[src/rtl/swid_pkg.sv]
// Shared types and constants for the sync word image deframer.
// Used by swid_clip and the top level sync_word_image_deframer; no dependencies.
`default_nettype none
package swid_pkg;

	localparam logic [7:0] SYNC_BYTE = 8'h7A;
	localparam int HEADER_BYTES = 24;
	localparam int HEADER_WORDS = 6;
	localparam int HDR_IDX_W = 5;
	localparam int WORD_IDX_W = 3;
	localparam int CAP_W = 25;
	localparam int COUNT_W = 31;
	localparam int DATA_W = 208;
	localparam logic [CAP_W-1:0] CAP_RESET = 25'd4194304;

	localparam int SYNC_LENGTH_DEF = 64;
	localparam int HEADROOM_WORDS_DEF = 1024;

	localparam logic KIND_HEADER = 1'b0;
	localparam logic KIND_PIXEL = 1'b1;

	// Index of the pixel count among the header words.
	localparam int COUNT_WORD = 2;

	typedef enum logic [2:0] {
		PH_HUNT = 3'b001,
		PH_HEADER = 3'b010,
		PH_PIXELS = 3'b100
	} phase_t;

	typedef struct packed {
		logic clipped;
		logic [COUNT_W-1:0] count;
	} clip_res_t;

endpackage
`default_nettype wire

[src/rtl/swid_clip.sv]
// Pixel count clipping against the capacity register.
// Depends on swid_pkg for widths and the clip result struct.
`default_nettype none
module swid_clip #(
	parameter int HEADROOM_WORDS = swid_pkg::HEADROOM_WORDS_DEF
) (
	input wire logic [31:0] count_word,
	input wire logic [swid_pkg::CAP_W-1:0] capacity,
	output swid_pkg::clip_res_t res
);

	logic signed [33:0] n_ext;
	logic signed [33:0] cap_ext;
	logic signed [33:0] cut;
	logic signed [33:0] eff;
	logic over;

	always_comb begin
		n_ext = 34'(signed'(count_word));
		cap_ext = signed'({9'd0, capacity});
		cut = cap_ext - 34'(HEADROOM_WORDS);
		// The count word is signed; the capacity is never negative.
		over = n_ext > cap_ext;
		eff = over ? cut : n_ext;
		res.clipped = over;
		res.count = (eff > 34'sd0) ? eff[swid_pkg::COUNT_W-1:0] : '0;
	end

endmodule
`default_nettype wire

[src/rtl/sync_word_image_deframer.sv]
// Sync word image deframer: one byte per word in, header and pixel words out.
// A result reaches the master side in the cycle after the byte that completes it.
// One byte per clock is taken while the output register is empty or being drained.
// arst_n clears the phase, counters and output valid; capacity resets to 4194304.
// Depends on swid_pkg and swid_clip.
`default_nettype none
module sync_word_image_deframer #(
	parameter int SYNC_LENGTH = swid_pkg::SYNC_LENGTH_DEF,
	parameter int HEADROOM_WORDS = swid_pkg::HEADROOM_WORDS_DEF
) (
	input wire logic clk,
	input wire logic arst_n,
	input wire logic s_axis_tvalid,
	output logic s_axis_tready,
	input wire logic [7:0] s_axis_tdata, // data_byte[7:0]
	output logic m_axis_tvalid,
	input wire logic m_axis_tready,
	// size_x[31:0], size_y[63:32], pixel_count[94:64], camera_frame[126:95],
	// software_count[158:127], error_word[190:159], clipped[191], pixel_value[207:192]
	output logic [swid_pkg::DATA_W-1:0] m_axis_tdata,
	output logic m_axis_tlast,
	output logic m_axis_tuser, // kind
	input wire logic cfg_we,
	input wire logic [swid_pkg::CAP_W-1:0] cfg_wdata
);

	localparam int RunW = $clog2(SYNC_LENGTH + 1);

	swid_pkg::phase_t phase_q, phase_d;
	logic [RunW-1:0] run_q, run_d, run_inc;
	logic [swid_pkg::HDR_IDX_W-1:0] hdr_idx_q, hdr_idx_d;
	logic [31:0] hw_q [swid_pkg::HEADER_WORDS];
	logic [7:0] low_q;
	logic byte_ph_q, byte_ph_d;
	logic [swid_pkg::COUNT_W-1:0] left_q, left_d, left_dec;
	logic [swid_pkg::CAP_W-1:0] cap_q;

	logic m_valid_q;
	logic [swid_pkg::DATA_W-1:0] data_q;
	logic last_q;
	logic kind_q;

	logic s_fire;
	logic hdr_done;
	logic res_valid;
	logic res_last;
	logic res_kind;
	logic [swid_pkg::DATA_W-1:0] res_data;
	logic [swid_pkg::WORD_IDX_W-1:0] wsel;
	swid_pkg::clip_res_t clip;

	assign s_axis_tready = !m_valid_q || m_axis_tready;
	assign s_fire = s_axis_tvalid && s_axis_tready;
	assign wsel = hdr_idx_q[swid_pkg::HDR_IDX_W-1:2];
	assign hdr_done = hdr_idx_q == swid_pkg::HDR_IDX_W'(swid_pkg::HEADER_BYTES - 1);
	assign run_inc = run_q + RunW'(1);
	assign left_dec = (left_q != '0) ? left_q - 1'b1 : left_q;

	swid_clip #(
		.HEADROOM_WORDS(HEADROOM_WORDS)
	) u_clip (
		.count_word(hw_q[swid_pkg::COUNT_WORD]),
		.capacity(cap_q),
		.res(clip)
	);

	always_comb begin
		phase_d = phase_q;
		run_d = run_q;
		hdr_idx_d = hdr_idx_q;
		byte_ph_d = byte_ph_q;
		left_d = left_q;
		res_valid = 1'b0;
		res_last = 1'b0;
		res_kind = swid_pkg::KIND_HEADER;
		res_data = '0;
		case (phase_q)
			swid_pkg::PH_HEADER: begin
				if (hdr_done) begin
					hdr_idx_d = '0;
					res_valid = 1'b1;
					// The final header byte is the top byte of the error word.
					res_data = {16'd0, clip.clipped, s_axis_tdata, hw_q[5][23:0], hw_q[4],
						hw_q[3], clip.count, hw_q[1], hw_q[0]};
					if (clip.count == '0) begin
						res_last = 1'b1;
						phase_d = swid_pkg::PH_HUNT;
						run_d = '0;
					end else begin
						left_d = clip.count;
						byte_ph_d = 1'b0;
						phase_d = swid_pkg::PH_PIXELS;
					end
				end else begin
					hdr_idx_d = hdr_idx_q + 1'b1;
				end
			end
			swid_pkg::PH_PIXELS: begin
				byte_ph_d = !byte_ph_q;
				if (byte_ph_q) begin
					res_valid = 1'b1;
					res_kind = swid_pkg::KIND_PIXEL;
					res_data = {s_axis_tdata, low_q, 192'd0};
					left_d = left_dec;
					if (left_dec == '0) begin
						res_last = 1'b1;
						phase_d = swid_pkg::PH_HUNT;
						run_d = '0;
					end
				end
			end
			default: begin
				phase_d = swid_pkg::PH_HUNT;
				if (s_axis_tdata == swid_pkg::SYNC_BYTE) begin
					if (run_inc >= RunW'(SYNC_LENGTH)) begin
						run_d = '0;
						hdr_idx_d = '0;
						phase_d = swid_pkg::PH_HEADER;
					end else begin
						run_d = run_inc;
					end
				end else begin
					run_d = '0;
				end
			end
		endcase
	end

	always_ff @(posedge clk or negedge arst_n) begin
		if (!arst_n) begin
			phase_q <= swid_pkg::PH_HUNT;
			run_q <= '0;
			hdr_idx_q <= '0;
			byte_ph_q <= 1'b0;
			left_q <= '0;
			cap_q <= swid_pkg::CAP_RESET;
			m_valid_q <= 1'b0;
		end else begin
			if (cfg_we) begin
				cap_q <= cfg_wdata;
			end
			if (s_fire) begin
				phase_q <= phase_d;
				run_q <= run_d;
				hdr_idx_q <= hdr_idx_d;
				byte_ph_q <= byte_ph_d;
				left_q <= left_d;
				m_valid_q <= res_valid;
			end else if (m_axis_tready) begin
				m_valid_q <= 1'b0;
			end
		end
	end

	// Header bytes land in their word lane; pixel low bytes wait for their partner.
	always_ff @(posedge clk) begin
		if (s_fire && phase_q == swid_pkg::PH_HEADER) begin
			hw_q[wsel][8*hdr_idx_q[1:0] +: 8] <= s_axis_tdata;
		end
		if (s_fire && phase_q == swid_pkg::PH_PIXELS && !byte_ph_q) begin
			low_q <= s_axis_tdata;
		end
		if (s_fire && res_valid) begin
			data_q <= res_data;
			last_q <= res_last;
			kind_q <= res_kind;
		end
	end

	assign m_axis_tvalid = m_valid_q;
	assign m_axis_tdata = data_q;
	assign m_axis_tlast = last_q;
	assign m_axis_tuser = kind_q;

`ifndef SYNTHESIS
	a_hdr_last: assert property (@(posedge clk) disable iff (!arst_n)
		m_axis_tvalid && m_axis_tuser == swid_pkg::KIND_HEADER
		|-> m_axis_tlast == (m_axis_tdata[94:64] == '0))
		else $error("header word last flag disagrees with its pixel count");
	a_run_idle: assert property (@(posedge clk) disable iff (!arst_n)
		phase_q != swid_pkg::PH_HUNT |-> run_q == '0)
		else $error("sync run counter not cleared outside the hunt");
	a_last_hunt: assert property (@(posedge clk) disable iff (!arst_n)
		s_fire && res_valid && res_last |=> phase_q == swid_pkg::PH_HUNT)
		else $error("frame ended but deframer did not return to hunting");
	a_pix_left: assert property (@(posedge clk) disable iff (!arst_n)
		phase_q == swid_pkg::PH_PIXELS |-> left_q != '0)
		else $error("pixel phase entered with no pixels left");
`endif

endmodule
`default_nettype wire

[config.mk]
export PLATFORM = sky130hd
export DESIGN_NAME = sync_word_image_deframer
export DESIGN_NICKNAME = d
export VERILOG_FILES = /design/src/rtl/swid_pkg.sv /design/src/rtl/swid_clip.sv /design/src/rtl/sync_word_image_deframer.sv
export SDC_FILE = /design/constraint.sdc
export NUM_CORES = 1
export LEC_CHECK = 0
export ABC_AREA = 1
export BUFFER_PORTS_ARGS = -buffer_cell sky130_fd_sc_hd__buf_4
export CORE_AREA = 2 2 246 248
export DETAILED_ROUTE_END_ITERATION = 8
export DIE_AREA = 0 0 248 250
export GPL_TIMING_DRIVEN = 0
export SLEW_MARGIN = 20
export SYNTH_ARGS = -nofsm -noshare
export SYNTH_HDL_FRONTEND = slang
export SYNTH_SLANG_ARGS = --single-unit
export TNS_END_PERCENT = 50
[constraint.sdc]
create_clock -name clk -period 17.5 [get_ports clk]
set_input_delay 0.875 -clock clk [delete_from_list [all_inputs] [get_ports clk]]
set_output_delay 0.875 -clock clk [all_outputs]
set_load 0.1 [all_outputs]
==> flow_summary.json <==
{
  "cts-root-buf": "clkbuf_16",
  "std_cell_rows": 90,
  "yosys_warnings": 0,
  "grt_max_degree": 74,
  "postCtsResizedCells": 0,
  "setup_violations": 0,
  "die_h_um": 250,
  "pre_cts_ws_ns": 13.36,
  "synthesis.area_mm2": 0.0200,
  "setup_tns_ns": 0,
  "crit_path_end_kind": "register",
  "via_per_inst": 4.73,
  "p_leak_nw": 10.6,
  "yosysSeqAreaShare": 0.695,
  "synth_ff_type": "edfxtp_1",
  "timing.max_cap.violations": 0,
  "finalCriticalPeriod_ns": 4.03,
  "critPathRequiredTime_ns": 17.79,
  "numPortBuffers": 248,
  "critPathKind": "reg2reg",
  "drt_wl_total_mm": 58.6,
  "clk_latency_ns": 0.60,
  "post_synth_num_cell_types": 39,
  "cts.sinks": 475,
  "worst_pin_slew_ns": 0.997,
  "drc_errors": 0,
  "hold_path.class": "in2async",
  "synth_edf_count": 402,
  "firstDrtPassIters": 7,
  "period_share": 0.230,
  "die_w_um": 248,
  "grt_pass1_wl_mm": 85.7,
  "cts_buffer_depth": 3,
  "vias": 14000,
  "num_io_pins": 250,
  "synth_cells": 1822,
  "relSlewSlack": 0.333,
  "cts-htree-levels": 2,
  "final-hold-violation-count": 0,
  "cp_data_arrival_time_ns": 4.32,
  "avgSynthCellArea_um2": 11.0,
  "core_mm2": 0.0596,
  "async_flop_share": 0.154,
  "path_clk_slew_ns": 0.07,
  "antenna_found_initial": 3,
  "initial_utilization": 0.336,
  "fmax_mhz": 248,
  "nNetsFinal": 2208,
  "final_cell_mix": "402 x edfxtp_1, 343 x nor2_1, 332 x nand2_1",
  "p_per_area_mw_per_mm2": 118,
  "place_congestion": 0.950,
  "vdd_drop_max_mv": 0.0768,
  "postCtsHoldBufs": 0,
  "final.setup.worst_slack_ns": 13.47,
  "routedWlPerCell_um": 19.8,
  "grtUsageTotal": 0.187,
  "cp_max_fo": 28,
  "drv_slew": 0,
  "fin_worst_skew_ns": 0.0377,
  "dr.first_iter.drc_count": 1327,
  "ys_ff_latch": 475,
  "overflow": 0,
  "area_delta_synth_final_pct": 23.6,
  "ant_nets": 0,
  "cts_setup_buffers": 0,
  "drive_gt1_frac": 0.172,
  "grt_pass1_vias": 13600,
  "critPathLaunchType": "register",
  "hpwl_mm": 43.3,
  "tritoncts": "built",
  "die-area_mm2": 0.0620,
  "layout_commonest_cell": "edfxtp_1",
  "status": "complete, no violations",
  "rsz0062_at_grt": "no",
  "cts_buffers": 49
}
[critical path, stage by stage, from the launching register on]
cell	delay (ns)
dfrtp_1	0.38
nor3_1	0.49
inv_1	0.25
nor2_1	0.40
nor2_1	0.15
nor2_4	0.59
buf_16	0.24
buf_16	0.19
buf_16	0.19
buf_12	0.20
buf_12	0.21
buf_16	0.17
buf_12	0.19
[layout make-up]
class | count | area [µm²]
fillers | 5615 | 34800
flip-flops and latches | 475 | 13900
multi-input cells | 1018 | 4810
repair buffers | 257 | 2080
clock buffers | 55 | 1260
inverters | 279 | 1050
well taps | 782 | 978
clock inverters | 35 | 377
plain buffers | 55 | 273
diodes | 1 | 2.50
[registers in the layout (all words and copies together), names as in the netlist]
name / flops
byte_ph_q: 1
cap_q: 25
hdr_idx_q: 5
hw_q: 184
left_q: 31
low_q: 8
m_axis_tdata: 208
m_axis_tlast: 1
m_axis_tuser: 1
m_axis_tvalid: 1
phase_q: 3
run_q: 7
[cells by family after synthesis]
logic type               share of synthesized area
XOR/XNOR                                    0.0188
AO/OA/AOI/OAI                               0.0241
other                                     0.000187
adder cells (fa/ha/maj)                     0.0219
AND/OR/NAND/NOR                              0.174
flip-flops                                   0.695
buffers and inverters                       0.0660
[metrics by stage]
step | total power [mW] | hold WS [ns] | cells | area, µm² | utilization
finish | 2.93 | 0.304 | 2957 | 24700 | 0.415
global route | 3.06 | 0.347 | 2956 | 24700 | 0.415
CTS | 2.95 | 0.453 | 2956 | 24700 | 0.415
detailed placement | 1.88 | 0.505 | 2866 | 23100 | 0.388
global placement | 1.88 | 0.505 | 2857 | 22900 | 0.384
floorplan | 1.69 | 0.470 | 1827 | 20000 | -
[final timing paths]
kind | start | slack [ns] | endpoint | cells past startpoint
setup / recovery | phase_q[2] | 13.47 | m_axis_tdata[47] | 12
min in group clk | s_axis_tdata[0] | 0.49 | low_q[0] | 1
hold reg to reg | run_q[6] | 0.51 | run_q[6] | 2
hold / removal | arst_n | 0.30 | cap_q[14] | 1
max in group asynchronous | arst_n | 16.62 | left_q[25] | 1
setup reg to reg | phase_q[2] | 13.47 | m_axis_tdata[47] | 12
[synth_stat cells (2+ instances only)]
cell type  count  area, µm²
nor2_2         4       25.0
nand2_2        4       25.0
clkbuf_1      30        113
o21ai_0       61        305
nor2_1       344       1290
nand2_1      332       1250
a21oi_1       17       85.1
xnor2_1       25        219
inv_2          3       11.3
dfstp_2        2       52.6
nor3_1        33        165
buf_6          7       78.8
o21ai_1        5       25.0
nand4_1       43        269
buf_1          7       26.3
o22ai_1        2       12.5
inv_1        275       1030
o21a_1         2       15.0
xor2_1        18        158
nand2_4        2       22.5
dfrtp_1       71       1780
edfxtp_1     402      12100
nand3_1       67        335
ha_1          35        438
or2_2          2       12.5
nor4_1         6       37.5
buf_2         11       55.1
[routing by layer]
layer	share of wire	GRT usage
met4	0.028	0.0534
met3	0.072	0.0410
met1	0.43	0.255
met2	0.47	0.299
met5	0.00072	0
[report_power, final]
group / total [mW] / internal, mW / switching (mW)
Clock: 1.06 / 0.611 / 0.451
Combinational: 0.543 / 0.154 / 0.389
Sequential: 1.32 / 1.29 / 0.0359
No activity file was read; power rests on OpenSTA's default activity.
